### src/sv/lrucd_pkg.sv
// Shared widths, codes and chain structs of the LRU object cache directory.
`default_nettype none
package lrucd_pkg;

  localparam int ENTRIES_DEF  = 10;
  localparam int KEY_BITS_DEF = 64;

  localparam int KEY_W      = 64;
  localparam int OBJ_SIZE_W = 24;
  localparam int SIZE_W     = 20;
  localparam int SLOT_W     = 4;
  localparam int RANK_W     = 4;

  localparam logic [SIZE_W-1:0] MAX_OBJ_RESET = 20'd102400;

  localparam logic OP_LOOKUP = 1'b0;
  localparam logic OP_INSERT = 1'b1;

  // first valid match, rippled from cell to cell
  typedef struct packed {
    logic              found;
    logic [SLOT_W-1:0] idx;
    logic [RANK_W-1:0] rank;
    logic [SIZE_W-1:0] size;
  } lrucd_find_t;

  // slot holding the oldest rank, rippled from cell to cell
  typedef struct packed {
    logic              found;
    logic [SLOT_W-1:0] idx;
  } lrucd_vic_t;

  // update broadcast to every cell
  typedef struct packed {
    logic              hit_en;
    logic              ins_en;
    logic [SLOT_W-1:0] target;
    logic [RANK_W-1:0] hit_rank;
  } lrucd_upd_t;

endpackage
`default_nettype wire

### src/sv/lrucd_if.sv
// Valid/ready channel interfaces for request and result words.
`default_nettype none
interface lrucd_in_if;
  import lrucd_pkg::*;
  logic                  valid;
  logic                  ready;
  logic                  op;
  logic [KEY_W-1:0]      key;
  logic [OBJ_SIZE_W-1:0] object_size;

  modport source (output valid, output op, output key, output object_size, input ready);
  modport sink   (input valid, input op, input key, input object_size, output ready);
endinterface

interface lrucd_out_if;
  import lrucd_pkg::*;
  logic              valid;
  logic              ready;
  logic              hit;
  logic [SLOT_W-1:0] slot;
  logic [SIZE_W-1:0] stored_size;
  logic              inserted;

  modport source (output valid, output hit, output slot, output stored_size,
                  output inserted, input ready);
  modport sink   (input valid, input hit, input slot, input stored_size,
                  input inserted, output ready);
endinterface
`default_nettype wire

### src/sv/lrucd_cell.sv
// One directory slot: key, size, valid bit and LRU rank, with chain hand-off.
`default_nettype none
module lrucd_cell #(
  parameter int IDX      = 0,
  parameter int ENTRIES  = lrucd_pkg::ENTRIES_DEF,
  parameter int KEY_BITS = lrucd_pkg::KEY_BITS_DEF
) (
  input  logic                           clk,
  input  logic                           rst_n,
  input  logic [KEY_BITS-1:0]            cmp_key,
  input  lrucd_pkg::lrucd_find_t         find_i,
  output lrucd_pkg::lrucd_find_t         find_o,
  input  lrucd_pkg::lrucd_vic_t          vic_i,
  output lrucd_pkg::lrucd_vic_t          vic_o,
  input  lrucd_pkg::lrucd_upd_t          upd_i,
  input  logic [KEY_BITS-1:0]            wr_key,
  input  logic [lrucd_pkg::SIZE_W-1:0]   wr_size
);
  import lrucd_pkg::*;

  logic [KEY_BITS-1:0] key_r;
  logic [SIZE_W-1:0]   size_r;
  logic                valid_r, valid_nxt;
  logic [RANK_W-1:0]   rank_r, rank_nxt;
  logic                is_target;

  assign is_target = (upd_i.target == SLOT_W'(IDX));

  // keep the first match from the left, else offer this slot
  always_comb begin
    find_o = find_i;
    if (!find_i.found && valid_r && (key_r == cmp_key)) begin
      find_o.found = 1'b1;
      find_o.idx   = SLOT_W'(IDX);
      find_o.rank  = rank_r;
      find_o.size  = size_r;
    end
  end

  always_comb begin
    vic_o = vic_i;
    if (!vic_i.found && (rank_r == RANK_W'(ENTRIES))) begin
      vic_o.found = 1'b1;
      vic_o.idx   = SLOT_W'(IDX);
    end
  end

  always_comb begin
    rank_nxt  = rank_r;
    valid_nxt = valid_r;
    if (upd_i.hit_en) begin
      // promote the hit slot, age those more recent than it
      if (is_target) begin
        rank_nxt = RANK_W'(1);
      end else if (rank_r < upd_i.hit_rank) begin
        rank_nxt = rank_r + RANK_W'(1);
      end
    end else if (upd_i.ins_en) begin
      if (is_target) begin
        rank_nxt  = RANK_W'(1);
        valid_nxt = 1'b1;
      end else begin
        rank_nxt = rank_r + RANK_W'(1);
      end
    end
  end

  always_ff @(posedge clk) begin
    if (!rst_n) begin
      valid_r <= 1'b0;
      rank_r  <= RANK_W'(ENTRIES - IDX);
    end else begin
      valid_r <= valid_nxt;
      rank_r  <= rank_nxt;
    end
  end

  always_ff @(posedge clk) begin
    if (upd_i.ins_en && is_target) begin
      key_r  <= wr_key;
      size_r <= wr_size;
    end
  end

endmodule
`default_nettype wire

### src/sv/lru_object_cache_directory_core.sv
// Top level of the LRU object cache directory: request handshake, cell chain, result register.
`default_nettype none
// Fully associative directory of ENTRIES slots with rank-counter LRU replacement.
// A request word is handled in order: at the accepting edge every cell compares
// the key and the match and oldest-slot searches ripple down the cell chain into a
// request register; at the commit edge, when the output register is free or read,
// the ranks, keys and sizes are updated and the result word is loaded into the output
// register. No new request is taken until the last one has committed; a result left
// waiting holds the second step of the following request. The size limit written
// through cfg_wr_en/cfg_wr_data resets to 102400 bytes and may only be changed while
// the block is idle. Empty slots never match; no clearing pass is needed after reset.
module lru_object_cache_directory_core #(
  parameter int ENTRIES  = lrucd_pkg::ENTRIES_DEF,
  parameter int KEY_BITS = lrucd_pkg::KEY_BITS_DEF
) (
  input  logic                         clk,
  input  logic                         rst_n,
  lrucd_in_if.sink                     in_ch,
  lrucd_out_if.source                  out_ch,
  input  logic                         cfg_wr_en,
  input  logic [lrucd_pkg::SIZE_W-1:0] cfg_wr_data
);
  import lrucd_pkg::*;

  logic                busy_r;
  logic                out_valid_r;
  logic [SIZE_W-1:0]   max_r;
  logic                accept, commit, fits;

  logic                s1_op_r;
  logic                s1_fits_r;
  logic [KEY_BITS-1:0] s1_key_r;
  logic [SIZE_W-1:0]   s1_size_r;
  lrucd_find_t         s1_find_r;
  lrucd_vic_t          s1_vic_r;

  logic                out_hit_r, out_ins_r;
  logic [SLOT_W-1:0]   out_slot_r;
  logic [SIZE_W-1:0]   out_size_r;

  logic [KEY_BITS-1:0] cmp_key;
  lrucd_find_t         find_c [ENTRIES+1];
  lrucd_vic_t          vic_c  [ENTRIES+1];
  lrucd_upd_t          upd;

  assign in_ch.ready = !busy_r;
  assign accept      = in_ch.valid && !busy_r;
  assign commit      = busy_r && (!out_valid_r || out_ch.ready);
  assign cmp_key     = in_ch.key[KEY_BITS-1:0];
  assign fits        = (in_ch.object_size <= OBJ_SIZE_W'(max_r));

  assign find_c[0] = '0;
  assign vic_c[0]  = '0;

  genvar gi;
  generate
    for (gi = 0; gi < ENTRIES; gi++) begin : g_cell
      lrucd_cell #(
        .IDX      (gi),
        .ENTRIES  (ENTRIES),
        .KEY_BITS (KEY_BITS)
      ) u_cell (
        .clk     (clk),
        .rst_n   (rst_n),
        .cmp_key (cmp_key),
        .find_i  (find_c[gi]),
        .find_o  (find_c[gi+1]),
        .vic_i   (vic_c[gi]),
        .vic_o   (vic_c[gi+1]),
        .upd_i   (upd),
        .wr_key  (s1_key_r),
        .wr_size (s1_size_r)
      );
    end
  endgenerate

  always_comb begin
    upd.hit_en   = commit && (s1_op_r == OP_LOOKUP) && s1_find_r.found;
    upd.ins_en   = commit && (s1_op_r == OP_INSERT) && s1_fits_r;
    upd.target   = (s1_op_r == OP_LOOKUP) ? s1_find_r.idx : s1_vic_r.idx;
    upd.hit_rank = s1_find_r.rank;
  end

  always_ff @(posedge clk) begin
    if (!rst_n) begin
      busy_r      <= 1'b0;
      out_valid_r <= 1'b0;
      max_r       <= MAX_OBJ_RESET;
    end else begin
      if (cfg_wr_en) begin
        max_r <= cfg_wr_data;
      end
      if (accept) begin
        busy_r <= 1'b1;
      end else if (commit) begin
        busy_r <= 1'b0;
      end
      if (commit) begin
        out_valid_r <= 1'b1;
      end else if (out_ch.ready) begin
        out_valid_r <= 1'b0;
      end
    end
  end

  // hold the request and its search results until the update step
  always_ff @(posedge clk) begin
    if (accept) begin
      s1_op_r   <= in_ch.op;
      s1_fits_r <= fits;
      s1_key_r  <= cmp_key;
      s1_size_r <= in_ch.object_size[SIZE_W-1:0];
      s1_find_r <= find_c[ENTRIES];
      s1_vic_r  <= vic_c[ENTRIES];
    end
  end

  always_ff @(posedge clk) begin
    if (commit) begin
      out_hit_r  <= upd.hit_en;
      out_ins_r  <= upd.ins_en;
      out_slot_r <= (upd.hit_en || upd.ins_en) ? upd.target : '0;
      out_size_r <= upd.hit_en ? s1_find_r.size : '0;
    end
  end

  assign out_ch.valid       = out_valid_r;
  assign out_ch.hit         = out_hit_r;
  assign out_ch.slot        = out_slot_r;
  assign out_ch.stored_size = out_size_r;
  assign out_ch.inserted    = out_ins_r;

endmodule
`default_nettype wire

### src/flat_wrapper.sv
// flat-port wrapper written by rule: the top's interface ports become plain ports
module lru_object_cache_directory_core_flat import lrucd_pkg::*;
#(
  parameter int ENTRIES  = lrucd_pkg::ENTRIES_DEF,
  parameter int KEY_BITS = lrucd_pkg::KEY_BITS_DEF
)
  (clk, rst_n, cfg_wr_en, cfg_wr_data, in_ch_valid, in_ch_op, in_ch_key, in_ch_object_size, in_ch_ready, out_ch_valid, out_ch_hit, out_ch_slot, out_ch_stored_size, out_ch_inserted, out_ch_ready);
  lrucd_in_if in_ch_i ();
  lrucd_out_if out_ch_i ();
  input  logic clk;
  input  logic rst_n;
  input  logic cfg_wr_en;
  input  logic [lrucd_pkg::SIZE_W-1:0] cfg_wr_data;
  input wire logic [$bits(in_ch_i.valid)-1:0] in_ch_valid;
  input wire logic [$bits(in_ch_i.op)-1:0] in_ch_op;
  input wire logic [$bits(in_ch_i.key)-1:0] in_ch_key;
  input wire logic [$bits(in_ch_i.object_size)-1:0] in_ch_object_size;
  output wire logic [$bits(in_ch_i.ready)-1:0] in_ch_ready;
  output wire logic [$bits(out_ch_i.valid)-1:0] out_ch_valid;
  output wire logic [$bits(out_ch_i.hit)-1:0] out_ch_hit;
  output wire logic [$bits(out_ch_i.slot)-1:0] out_ch_slot;
  output wire logic [$bits(out_ch_i.stored_size)-1:0] out_ch_stored_size;
  output wire logic [$bits(out_ch_i.inserted)-1:0] out_ch_inserted;
  input wire logic [$bits(out_ch_i.ready)-1:0] out_ch_ready;
  assign in_ch_i.valid = in_ch_valid;
  assign in_ch_i.op = in_ch_op;
  assign in_ch_i.key = in_ch_key;
  assign in_ch_i.object_size = in_ch_object_size;
  assign in_ch_ready = in_ch_i.ready;
  assign out_ch_valid = out_ch_i.valid;
  assign out_ch_hit = out_ch_i.hit;
  assign out_ch_slot = out_ch_i.slot;
  assign out_ch_stored_size = out_ch_i.stored_size;
  assign out_ch_inserted = out_ch_i.inserted;
  assign out_ch_i.ready = out_ch_ready;
  lru_object_cache_directory_core #(.ENTRIES(ENTRIES), .KEY_BITS(KEY_BITS)) u_core (.clk(clk), .rst_n(rst_n), .in_ch(in_ch_i), .out_ch(out_ch_i), .cfg_wr_en(cfg_wr_en), .cfg_wr_data(cfg_wr_data));
endmodule
### config.mk
export PLATFORM = sky130hd
export DESIGN_NAME = lru_object_cache_directory_core_flat
export DESIGN_NICKNAME = d
export VERILOG_FILES = /design/src/sv/lrucd_pkg.sv /design/src/sv/lrucd_if.sv /design/src/sv/lrucd_cell.sv /design/src/sv/lru_object_cache_directory_core.sv /design/src/flat_wrapper.sv
export SDC_FILE = /design/constraint.sdc
export NUM_CORES = 1
export LEC_CHECK = 0
export BUFFER_PORTS_ARGS = -buffer_cell sky130_fd_sc_hd__buf_2
export CORE_MARGIN = 3
export CORE_UTILIZATION = 35
export CTS_BUF_LIST = sky130_fd_sc_hd__clkbuf_2 sky130_fd_sc_hd__clkbuf_4 sky130_fd_sc_hd__clkbuf_8
export DETAILED_ROUTE_END_ITERATION = 10
export PLACE_DENSITY_LB_ADDON = 0.1
export SYNTH_ARGS = -nofsm -noshare
export SYNTH_HDL_FRONTEND = slang
export SYNTH_SLANG_ARGS = --single-unit
### constraint.sdc
create_clock -name clk -period 7.5 [get_ports clk]
set_input_delay 1.875 -clock clk [delete_from_list [all_inputs] [get_ports clk]]
set_output_delay 1.875 -clock clk [all_outputs]
set_load 0.005 [all_outputs]
==> summary.md <==
| Metric | Value |
|---|---|
| Max IR drop VDD | 159 uV |
| IO buf count | 141 |
| Syn Nets | 3159 |
| EDFF count, synth | 985 |
| Metal-1 WL | 80200 um |
| DRC Markers | 0 |
| Clock root buffer | clkbuf_8 |
| Final setup fails | 0 |
| Via density | 5.60 |
| Clock insertion delay at the later pin of the skew report | 0.93 ns |
| Register area | 0.0310 mm^2 |
| Final std cells w/o fill | 5054 |
| Largest net degree at the start of global routing | 120 |
| Commonest non-fill, non-tap cell in the layout | edfxtp_1 |
| Number of CTS-inserted buffers | 181 |
| Sink Count | 1057 |
| P_leak | 0.0171 uW |
| Global-route wire length before repair | 233000 um |
| Clock period minus worst slack | 6.50 ns |
| Post-Place Setup Slack | 0.479 ns |
| Routability cong. | 0.934 |
| Initial antenna violation count | 21 |
| WL met3 | 14200 um |
| First-pass DRT Iterations | 6 |
| Commonest non-fill, non-tap cells in the layout | edfxtp_1 (985), xnor2_1 (269), xor2_1 (261) |
| Critical path arrival | 7.13 ns |
| Required time of the worst setup path | 8.13 ns |
| Io pins | 142 |
| Routed WL | 172000 um |
| Postcts setup bufs | 0 |
| Critical-path cell list | buf_2 -> inv_1 -> a2111oi_0 -> nand4_1 -> nor4_1 -> and3_1 -> nor4_1 -> and3_1 -> and2_1 -> nor4_1 -> o31ai_1 |
| Antenna-violating nets left | 0 |
| Count of cell types in the netlist | 75 |
| Status | complete, but fails checks |
| CP endpoint kind | register |
| Top-area cell type share of the netlist area | 0.667 |
| Post-DP HPWL | 115000 um |
| Syn Area/Cell | 14.9 um^2 |
| CTS Hold Bufs | 0 |
| Share of cells above drive strength 1 | 0.161 |
| CTS tree | yes |
| Worst path bufs/invs | 2 |
| Power per cell area | 248 mW/mm^2 |
| Highest Signal Layer | met5 |
| Synth Register Bits | 1057 |
| FFs w/ async S/R, synth | 0 |
| Setup WS post-layout | 0.999 ns |
| Number of fill cells | 11600 |
| Syn Inst Count | 2975 |
| Routed wl met2 | 73600 um |
| Crit path max-delay cell type | a2111oi_0 |
| Clock skew | 0.0713 ns |
| Seq/Total Area, Yosys | 0.699 |
| Die H | 362 um |
| Max_cap viols | 3 |
| GRT Util Overall | 0.259 |
| Area leader, netlist | edfxtp_1 |
| Crit Path Max Fanout | 12 |
| Tot Pwr | 12700 uW |
| Slew Viols, Final | 4 |
| Largest stage delay on the critical path | 1.29 ns |
| Fin Hold WS | 0.468 ns |
| Starting Density | 0.356 |
| Critical path's top delay family | simple AND/OR/NAND/NOR gates |
| Grt ovf | 0 |
| Rel. slew slack | -0.0381 |
| FP Rows | 129 |
| Synth Flop Type | edfxtp_1 |
| Fin crit share | 0.867 |
| Synth Cell Area | 0.0444 mm^2 |
| Clock Path Buffers | 3 |
| Vias | 28300 |
| Area of the multi-input gates | 0.0124 mm^2 |
| CTS HTree Levels | 4 |
| Yosys warns | 0 |
| Crit Path Class | in2reg |
| Startpoint Class | input pin |
| # resized after CTS | 0 |
| Max Fclk | 154 MHz |
| Core Area | 0.125 mm^2 |
| Worst Hold Class | reg2reg |
| Failing checks | max-capacitance violations, max-slew violations |
| Final Hold Vio Count | 0 |
| Die width | 362 um |
| Worst slew pin tran | 1.52 ns |
| Cells after DPL | 4717 |
| Top post-synthesis cells by area | edfxtp_1 (67%), xnor2_1 (5.3%), xor2_1 (5.2%), dfxtp_1 (3.2%), ha_1 (2.0%) |
| Setup TNS | 0 ns |
| Unrepaired setup endpoints after global routing | no |
| Drt first-iter violations | 3907 |
| Synth-to-Final Area Change | 14.9% |
| Most used cell, CP | nor4_1 |
| Wire per inst | 34.0 um |
| Vias in the first global route | 27400 |
| Register clock-pin slew on the reported worst setup and hold paths | 0.06 ns |
| Nets | 3447 |
| Die area | 0.131 mm^2 |
-- worst min-delay path, cell delays in order, from the launching register on --
cell	delay (ns)
dfxtp_1	0.32
nor2_1	0.05
nor2_1	0.07
-- through the flow --
step	instance area [um^2]	utilization
after floorplan	44400	-
after detailed placement	47400	0.380
after CTS	51000	0.408
after global placement	47400	0.380
after global routing	51000	0.409
final	51000	0.409
-- power breakdown --
group | total [uW] | internal, uW | switching (uW)
clock | 5290 | 2750 | 2530
combinational | 643 | 192 | 451
sequential | 6720 | 6540 | 183
total | 12700 | 9480 | 3170
-- area by class of cell --
type | instances | share of cell area
antenna | 4 | 0.000196
tap | 1637 | 0.0402
clock inverter | 89 | 0.0124
clock buffer | 244 | 0.0584
inverter | 117 | 0.00862
sequential | 1057 | 0.609
timing repair buffer | 233 | 0.0291
multi-input combinational | 1673 | 0.243
-- cells by family after synthesis --
family | Yosys count | synth area share
flip-flops | 1057 | 0.699
AND/OR/NAND/NOR | 645 | 0.0805
XOR/XNOR | 531 | 0.105
AO/OA/AOI/OAI | 398 | 0.0643
buffers and inverters | 245 | 0.0246
adder cells (fa/ha/maj) | 70 | 0.0197
multiplexers | 29 | 0.00657
-- registers in the layout (all words and copies together), names as in the netlist --
name and cells:
u_core.g_cell.u_cell.key_r 640, u_core.out_ch.stored_size 20, u_core.out_ch.slot 4, u_core.out_ch.inserted 1, u_core.s1_vic_r 4, u_core.g_cell.u_cell.rank_r 40, u_core.max_r 20, u_core.s1_key_r 64
u_core.busy_r 1, u_core.g_cell.u_cell.size_r 200, u_core.s1_find_r 29, u_core.s1_op_r 1, u_core.out_ch.hit 1, u_core.g_cell.u_cell.valid_r 10, u_core.out_ch.valid 1, u_core.s1_size_r 20
u_core.s1_fits_r 1
-- metal layers --
metal	GRT usage	vias to the layer above
met2	0.376	1491
met5	0	-
met4	0.0692	2
li1	-	11800
met3	0.0491	215
met1	0.396	14700
-- path summary, 6_finish.rpt --
kind,startpoint,end,slack (ns),cells after the start
worst max-delay path,in_ch_key[5],u_core.s1_find_r[21]$_DFFE_PP_,1.0,11
worst min-delay path,u_core.g_cell[3].u_cell.valid_r$_SDFFE_PN0P_,u_core.g_cell[3].u_cell.valid_r$_SDFFE_PN0P_,0.47,2
worst max register to register,u_core.g_cell[5].u_cell.key_r[47]$_DFFE_PP_,u_core.s1_find_r[21]$_DFFE_PP_,2.07,10
worst min register to register,u_core.g_cell[3].u_cell.valid_r$_SDFFE_PN0P_,u_core.g_cell[3].u_cell.valid_r$_SDFFE_PN0P_,0.47,2
-- synth_stat cells, types with 32 or more instances --
| library cell | instances |
|---|---|
| xnor2_1 | 269 |
| nand2b_1 | 52 |
| o22ai_1 | 40 |
| nor2b_1 | 34 |
| buf_2 | 62 |
| inv_1 | 112 |
| nand4_1 | 100 |
| a21oi_1 | 42 |
| xor2_1 | 261 |
| and2_1 | 32 |
| nor4_1 | 81 |
| ha_1 | 70 |
| edfxtp_1 | 985 |
| clkbuf_1 | 43 |
| o21ai_0 | 76 |
| dfxtp_1 | 72 |
| nor2_1 | 140 |
| nand2_1 | 83 |
No activity file was read; power rests on OpenSTA's default activity.
